<file path="src/hdl/blsu_pkg.sv">
// ----------------------------------------------------------------------------
// Bounded list with search: shared definitions
// Item types, mode and status codes, cell controls and the sequencer states.
// ----------------------------------------------------------------------------
package blsu_pkg;

    localparam int DEFAULT_CAPACITY    = 16;
    localparam int DEFAULT_VALUE_WIDTH = 32;

    localparam logic [2:0] MODE_INS_HEAD   = 3'd0;
    localparam logic [2:0] MODE_INS_TAIL   = 3'd1;
    localparam logic [2:0] MODE_FIND       = 3'd2;
    localparam logic [2:0] MODE_REM_HEAD   = 3'd3;
    localparam logic [2:0] MODE_REM_SECOND = 3'd4;
    localparam logic [2:0] MODE_REM_LAST   = 3'd5;

    localparam logic [1:0] STATUS_OK    = 2'd0;
    localparam logic [1:0] STATUS_SHORT = 2'd1;
    localparam logic [1:0] STATUS_FULL  = 2'd2;

    typedef struct packed {
        logic [2:0]         mode;
        logic signed [31:0] value;
    } req_item_t;

    typedef struct packed {
        logic [1:0]         status;
        logic               found;
        logic [3:0]         position;
        logic signed [31:0] removed_value;
        logic [4:0]         length;
    } rsp_item_t;

    typedef enum logic [1:0] {
        CELL_HOLD,
        CELL_TAKE_LEFT,
        CELL_TAKE_RIGHT,
        CELL_LOAD
    } cell_op_t;

    typedef struct packed {
        cell_op_t op;
        logic     compare;
    } cell_ctrl_t;

    typedef enum logic {
        S_IDLE,
        S_FIND
    } seq_state_t;

endpackage

</file>
<file path="src/hdl/bounded_list_with_search_unit.sv">
// ----------------------------------------------------------------------------
// Bounded list with search: top level
// An ordered list of up to CAPACITY values kept in a row of shifting cells.
// ----------------------------------------------------------------------------
//  Channel | Direction | Handshake         | Payload
//  req     | in        | req_valid/req_stall | req (mode, value)
//  rsp     | out       | rsp_valid/rsp_stall | rsp (status, found, position,
//          |           |                   |      removed_value, length)
//
//  Inserts and removes act in the accepting cycle: the cells concerned load
//  the key or take an entry from a neighbor, and the result is registered at once.
//  A find goes in order: the cells register their compare flags, then a
//  priority encoder over the flags of the held entries picks the first match.
//  Reset clears the entry count and the sequencer; entry contents are not reset.
//  A new item is taken while no find is in progress and the result register
//  is empty or being emptied, so a stalled result holds off the request side.
// ----------------------------------------------------------------------------
module bounded_list_with_search_unit #(
    parameter int CAPACITY    = blsu_pkg::DEFAULT_CAPACITY,
    parameter int VALUE_WIDTH = blsu_pkg::DEFAULT_VALUE_WIDTH
) (
    input  logic                clk,
    input  logic                rst_n,
    input  logic                req_valid,
    output logic                req_stall,
    input  blsu_pkg::req_item_t req,
    output logic                rsp_valid,
    input  logic                rsp_stall,
    output blsu_pkg::rsp_item_t rsp
);
    import blsu_pkg::*;

    localparam int IDX_W = (CAPACITY > 1) ? $clog2(CAPACITY) : 1;
    localparam int CNT_W = $clog2(CAPACITY + 1);

    // Entry count and sequencer.
    logic [CNT_W-1:0] occ_reg;
    logic [CNT_W-1:0] occ_next;
    seq_state_t       state_reg;
    seq_state_t       state_next;

    // Result register.
    logic      rsp_valid_reg;
    logic      rsp_valid_next;
    rsp_item_t rsp_reg;
    rsp_item_t rsp_next;

    logic                   accept;
    logic                   rsp_load;
    logic [VALUE_WIDTH-1:0] key;
    logic                   full;
    logic [IDX_W-1:0]       take_idx;
    logic                   take_ok;
    logic [VALUE_WIDTH-1:0] taken_value;

    // Cell row: controls in, entries and compare flags out.
    cell_ctrl_t             cell_ctrl [CAPACITY];
    logic [VALUE_WIDTH-1:0] cell_entry [CAPACITY];
    logic [CAPACITY-1:0]    cell_hit;

    // First match among the held entries.
    logic                   first_found;
    logic [IDX_W-1:0]       first_idx;

    // The key is taken as an unsigned bit pattern of the list's own width.
    assign key  = VALUE_WIDTH'($unsigned(req.value));
    assign full = (occ_reg == CNT_W'(CAPACITY));

    assign req_stall = (state_reg == S_FIND) || (rsp_valid_reg && rsp_stall);
    assign accept    = req_valid && !req_stall;

    // Each cell receives its left neighbor's entry for a push at the head and
    // its right neighbor's entry to close a gap. The ends reuse the key and
    // their own entry.
    for (genvar g = 0; g < CAPACITY; g++)
    begin : g_cells
        logic [VALUE_WIDTH-1:0] left_w;
        logic [VALUE_WIDTH-1:0] right_w;

        if (g == 0)
        begin : g_first
            assign left_w = key;
        end
        else
        begin : g_inner_left
            assign left_w = cell_entry[g-1];
        end

        if (g == CAPACITY - 1)
        begin : g_last
            assign right_w = cell_entry[g];
        end
        else
        begin : g_inner_right
            assign right_w = cell_entry[g+1];
        end

        blsu_cell #(
            .VALUE_WIDTH (VALUE_WIDTH)
        ) u_cell (
            .clk        (clk),
            .ctrl       (cell_ctrl[g]),
            .key        (key),
            .left_data  (left_w),
            .right_data (right_w),
            .entry      (cell_entry[g]),
            .hit        (cell_hit[g])
        );
    end

    // Which entry a remove takes out, and whether the list is long enough.
    always_comb
    begin
        take_idx = '0;
        take_ok  = 1'b0;
        unique case (req.mode)
            MODE_REM_HEAD:
            begin
                take_idx = '0;
                take_ok  = (occ_reg != '0);
            end
            MODE_REM_SECOND:
            begin
                take_idx = IDX_W'(1);
                take_ok  = (occ_reg > CNT_W'(1));
            end
            MODE_REM_LAST:
            begin
                take_idx = IDX_W'(occ_reg - CNT_W'(1));
                take_ok  = (occ_reg != '0);
            end
            default:
            begin
                take_idx = '0;
                take_ok  = 1'b0;
            end
        endcase
    end

    assign taken_value = cell_entry[take_idx];

    // Priority encoder over the compare flags of held entries.
    always_comb
    begin
        first_found = 1'b0;
        first_idx   = '0;
        for (int i = 0; i < CAPACITY; i++)
        begin
            if (!first_found && cell_hit[i] && (CNT_W'(i) < occ_reg))
            begin
                first_found = 1'b1;
                first_idx   = IDX_W'(i);
            end
        end
    end

    // Sequencer next state.
    always_comb
    begin
        state_next = state_reg;
        unique case (state_reg)
            S_IDLE:
            begin
                if (accept && (req.mode == MODE_FIND))
                begin
                    state_next = S_FIND;
                end
            end
            S_FIND:
            begin
                state_next = S_IDLE;
            end
            default:
            begin
                state_next = S_IDLE;
            end
        endcase
    end

    // Sequencer outputs: cell controls, entry count and the result.
    always_comb
    begin
        for (int i = 0; i < CAPACITY; i++)
        begin
            cell_ctrl[i].op      = CELL_HOLD;
            cell_ctrl[i].compare = 1'b0;
        end
        occ_next = occ_reg;
        rsp_load = 1'b0;
        rsp_next = '0;

        unique case (state_reg)
            S_IDLE:
            begin
                if (accept)
                begin
                    rsp_load = (req.mode != MODE_FIND);
                    unique case (req.mode)
                        MODE_INS_HEAD:
                        begin
                            if (full)
                            begin
                                rsp_next.status = STATUS_FULL;
                            end
                            else
                            begin
                                for (int i = 0; i < CAPACITY; i++)
                                begin
                                    cell_ctrl[i].op = (i == 0) ? CELL_LOAD : CELL_TAKE_LEFT;
                                end
                                occ_next = occ_reg + CNT_W'(1);
                            end
                        end
                        MODE_INS_TAIL:
                        begin
                            if (full)
                            begin
                                rsp_next.status = STATUS_FULL;
                            end
                            else
                            begin
                                for (int i = 0; i < CAPACITY; i++)
                                begin
                                    if (CNT_W'(i) == occ_reg)
                                    begin
                                        cell_ctrl[i].op = CELL_LOAD;
                                    end
                                end
                                occ_next = occ_reg + CNT_W'(1);
                            end
                        end
                        MODE_FIND:
                        begin
                            for (int i = 0; i < CAPACITY; i++)
                            begin
                                cell_ctrl[i].compare = 1'b1;
                            end
                        end
                        MODE_REM_HEAD, MODE_REM_SECOND, MODE_REM_LAST:
                        begin
                            if (!take_ok)
                            begin
                                rsp_next.status = STATUS_SHORT;
                            end
                            else
                            begin
                                // Entries behind the taken one move one
                                // place toward the head.
                                for (int i = 0; i < CAPACITY; i++)
                                begin
                                    if (IDX_W'(i) >= take_idx)
                                    begin
                                        cell_ctrl[i].op = CELL_TAKE_RIGHT;
                                    end
                                end
                                rsp_next.removed_value = 32'(taken_value);
                                occ_next = occ_reg - CNT_W'(1);
                            end
                        end
                        default:
                        begin
                            rsp_next.status = STATUS_OK;
                        end
                    endcase
                    rsp_next.length = 5'(occ_next);
                end
            end
            S_FIND:
            begin
                rsp_load          = 1'b1;
                rsp_next.status   = STATUS_OK;
                rsp_next.found    = first_found;
                rsp_next.position = 4'(first_idx);
                rsp_next.length   = 5'(occ_reg);
            end
            default:
            begin
                rsp_load = 1'b0;
            end
        endcase
    end

    // The result register is free again once its item is taken.
    assign rsp_valid_next = rsp_load || (rsp_valid_reg && rsp_stall);

    always_ff @(posedge clk or negedge rst_n)
    begin
        if (!rst_n)
        begin
            state_reg     <= S_IDLE;
            occ_reg       <= '0;
            rsp_valid_reg <= 1'b0;
        end
        else
        begin
            state_reg     <= state_next;
            occ_reg       <= occ_next;
            rsp_valid_reg <= rsp_valid_next;
        end
    end

    always_ff @(posedge clk)
    begin
        if (rsp_load)
        begin
            rsp_reg <= rsp_next;
        end
    end

    assign rsp_valid = rsp_valid_reg;
    assign rsp       = rsp_reg;

endmodule

</file>
<file path="src/hdl/blsu_cell.sv">
// ----------------------------------------------------------------------------
// Bounded list with search: list cell
// Holds one entry, moves it to or from its neighbors and compares it with a key.
// ----------------------------------------------------------------------------
module blsu_cell #(
    parameter int VALUE_WIDTH = blsu_pkg::DEFAULT_VALUE_WIDTH
) (
    input  logic                   clk,
    input  blsu_pkg::cell_ctrl_t   ctrl,
    input  logic [VALUE_WIDTH-1:0] key,
    input  logic [VALUE_WIDTH-1:0] left_data,
    input  logic [VALUE_WIDTH-1:0] right_data,
    output logic [VALUE_WIDTH-1:0] entry,
    output logic                   hit
);
    import blsu_pkg::*;

    logic [VALUE_WIDTH-1:0] entry_reg;
    logic [VALUE_WIDTH-1:0] entry_next;
    logic                   hit_reg;

    always_comb
    begin
        unique case (ctrl.op)
            CELL_TAKE_LEFT:  entry_next = left_data;
            CELL_TAKE_RIGHT: entry_next = right_data;
            CELL_LOAD:       entry_next = key;
            default:         entry_next = entry_reg;
        endcase
    end

    // The match flag is sampled once per search and held for the encoder.
    always_ff @(posedge clk)
    begin
        entry_reg <= entry_next;
        if (ctrl.compare)
        begin
            hit_reg <= (entry_reg == key);
        end
    end

    assign entry = entry_reg;
    assign hit   = hit_reg;

endmodule
</file>
<file path="config.mk">
export PLATFORM = sky130hd
export DESIGN_NAME = bounded_list_with_search_unit
export DESIGN_NICKNAME = d
export VERILOG_FILES = /design/src/hdl/blsu_pkg.sv /design/src/hdl/bounded_list_with_search_unit.sv /design/src/hdl/blsu_cell.sv
export SDC_FILE = /design/constraint.sdc
export NUM_CORES = 2
export LEC_CHECK = 0
export BUFFER_PORTS_ARGS = -buffer_cell sky130_fd_sc_hd__buf_2
export CORE_UTILIZATION = 44
export DETAILED_ROUTE_END_ITERATION = 8
export SLEW_MARGIN = 25
export SYNTH_ARGS = -nofsm -noshare
export SYNTH_HDL_FRONTEND = slang
export SYNTH_HIERARCHICAL = 1
export SYNTH_SLANG_ARGS = --single-unit
</file>
<file path="constraint.sdc">
create_clock -name clk -period 5.16 [get_ports clk]
set_input_delay 1.548 -clock clk [delete_from_list [all_inputs] [get_ports clk]]
set_output_delay 1.548 -clock clk [all_outputs]
set_load 0.02 [all_outputs]
</file>
==> flow_metrics.py <==
metrics = {
    "outcome": {
        "status": "finished with violations",
        "violations": "DRC",
    },
    "synth": {
        "ys_ff_latch": 579,
        "yosysUniqueCellTypes": 63,
        "yosysSeqAreaShare": 0.4402,
        "synth_warnings": 6,
        "yosysTopAreaCell": "edfxtp_1",
        "syn-cell-area_mm2": 0.03942,
        "synth_top_area_frac": 0.4357,
        "synthFlopType": "edfxtp_1",
        "synth_cells": 3615,
        "netlist_top_cells_area": "edfxtp_1 (44%), mux2i_1 (15%), xor2_1 (11%), a21oi_1 (7.4%), mux4_2 (5.5%)",
        "synth_edf_count": 572,
        "syn-num-nets": 3659,
        "async_flop_share": 0.01209,
        "syn_avg_cell_area_um2": 10.90,
    },
    "global_route": {
        "track_usage": 0.2577,
        "grt_pass1_vias": 28176,
        "grt_pass1_wl_um": 179400,
        "gr-total-overflow": 0,
        "antenna_found_initial": 10,
        "grt_max_degree": 66,
    },
    "route": {
        "first_pass_iters": 9,
        "dr.first_iter.drc_count": 2583,
        "ant_nets": 0,
        "wl_um": 117200,
        "drc": 8,
        "vias": 29248,
        "vias_per_cell": 5.989,
        "wl_per_cell_um": 24.01,
    },
    "final_layout": {
        "post-route-util": 0.4939,
        "mostFrequentLayoutCells": "mux2i_1 (578), edfxtp_1 (572), a21oi_1 (555), nor2_1 (549), xor2_1 (513)",
        "layout_commonest_cell": "mux2i_1",
        "ff_latch_area_mm2": 0.01735,
        "multiInputGateArea_mm2": 0.02082,
        "final_cell_area_mm2": 0.04372,
        "largest_reg_flops": 512,
        "fin_cells": 4884,
        "n_fill_cell": 8003,
        "drive_gt1_frac": 0.1291,
        "nets": 3705,
        "area_growth_pct": 10.90,
    },
    "die": {
        "start_util": 0.4454,
        "dieWidth_um": 301.3,
        "ioPinCount": 85,
        "core_area_mm2": 0.08851,
        "die_h_um": 301.3,
        "num_rows": 109,
        "dieArea_mm2": 0.09080,
    },
    "sta": {
        "finClkSkew_ns": 0.02063,
        "setup-tns-final_ns": 0,
        "hold_viol": 0,
        "fmax_mhz": 248.7,
        "finalSetupViolations": 0,
        "drv_slew": 0,
        "period_minus_slack_ns": 4.021,
        "worst_pin_slew_ns": 0.9737,
        "rsz0062_at_grt": "no",
        "slew_headroom": 0.3450,
        "fin_crit_sh": 0.7793,
    },
    "setup_path": {
        "critPathKind": "in2reg",
        "worst-path-max-fanout": 64,
        "critPathCaptureType": "flip-flop",
        "cp-start-kind": "input port",
        "crit_arrival_ns": 4.35,
        "rrSetupSlack_ns": 1.55,
        "cp.required_ns": 5.49,
    },
    "power_and_ir_drop": {
        "power.density_mw_per_mm2": 331.9,
        "p_total_mw": 14.51,
        "ir_drop_mv": 0.2329,
        "leakagePower_nw": 13.97,
    },
    "clocking": {
        "path_clk_slew_ns": 0.06,
        "cts_hold_buf": 0,
        "cts_resized": 0,
        "htreeDepth": 3,
        "root_buffer": "clkbuf_16",
        "clock-sinks": 579,
        "cts.path.max_buffers": 3,
        "cts_buffers": 71,
        "insertion_delay_ns": 0.63,
        "cts_tree": "built",
        "cts_setup_buffers": 0,
    },
    "placed_design": {
        "place_congestion": 0.9783,
        "dp_cells": 4753,
        "io_buffers": 84,
        "place_hpwl_um": 87550,
        "placed_area_mm2": 0.04148,
    },
    "run": {
        "cap_viol_max_count": 0,
    },
    "min_path": {
        "hold_class": "reg2reg",
    },
}
kinds of logic (layout without fill, tap and decap cells):
group	Yosys count	in the layout	synth area share
buf+inv	259	361	0.04212
fa+ha+maj	5	5	0.001587
mux	674	674	0.2016
flops	579	579	0.4402
xor+xnor	515	515	0.1144
compound gates	756	756	0.1062
simple gates	827	827	0.09395
other cells	0	2	0
final timing paths:
kind / start / endpoint / depth (start not counted)
max: req[32] / g_cells[0].u_cell/entry[29] / 8
min: rsp_valid / rsp_valid / 2
max reg2reg: occ_reg[0] / g_cells[6].u_cell/entry[25] / 10
min reg2reg: rsp_valid / rsp_valid / 2
max in group asynchronous: rst_n / state_reg / 1
min in group asynchronous: rst_n / occ_reg[4] / 1
report_power, final:
group	total, mW	leakage, nW	internal [mW]	switching, mW
Sequential	6.05	5.32	5.67	0.378
Clock	4.94	1.09	2.82	2.12
Combinational	3.52	7.57	1.28	2.24
area by class of cell:
cell class	instances	share of cell area
clock buffers	85	0.04233
inverters	10	0.0008586
diodes	2	0.0001145
repair buffers	222	0.04133
clock inverters	44	0.008815
well taps	1165	0.03334
flip-flops and latches	579	0.3969
multi-input cells	2777	0.4763
routing by layer:
layer / part of all wire / vias to the layer above / track usage
met2: 0.45 / 1086 / 0.3916
met1: 0.45 / 14458 / 0.3698
li1: - / 13553 / -
met5: 0.00020 / - / 0.004762
met3: 0.086 / 145 / 0.05915
met4: 0.019 / 6 / 0.06236
synth_stat cells, types with 8 or more instances:
library cell / count
mux4_2: 96
o21ai_0: 21
clkbuf_1: 67
inv_1: 9
a22oi_1: 65
nand2_1: 40
o211ai_1: 36
nor3_1: 8
edfxtp_1: 572
nand4_1: 37
or2_2: 17
xor2_1: 513
mux2i_1: 578
nor2_1: 552
a21oi_1: 581
buf_4: 24
buf_2: 94
nand3_1: 15
nor4_1: 129
buf_6: 53
critical path, stage by stage:
cell and delay [ns]:
buf_2 0.25, inv_1 0.15, o21ai_0 0.50, nand2_1 0.36, a2111o_1 0.57, o22ai_4 0.20
buf_4 0.58, a21oi_1 0.15
stage by stage:
| step | setup slack (ns) | hold WS (ns) |
|---|---|---|
| after floorplan | 0.7068 | 0.4762 |
| after global placement | 0.6658 | 0.5411 |
| after detailed placement | 0.7200 | 0.5406 |
| after CTS | 1.389 | 0.5545 |
| after global routing | 1.105 | 0.6114 |
| final | 1.139 | 0.5506 |
Power figures use the tool's default switching activity.
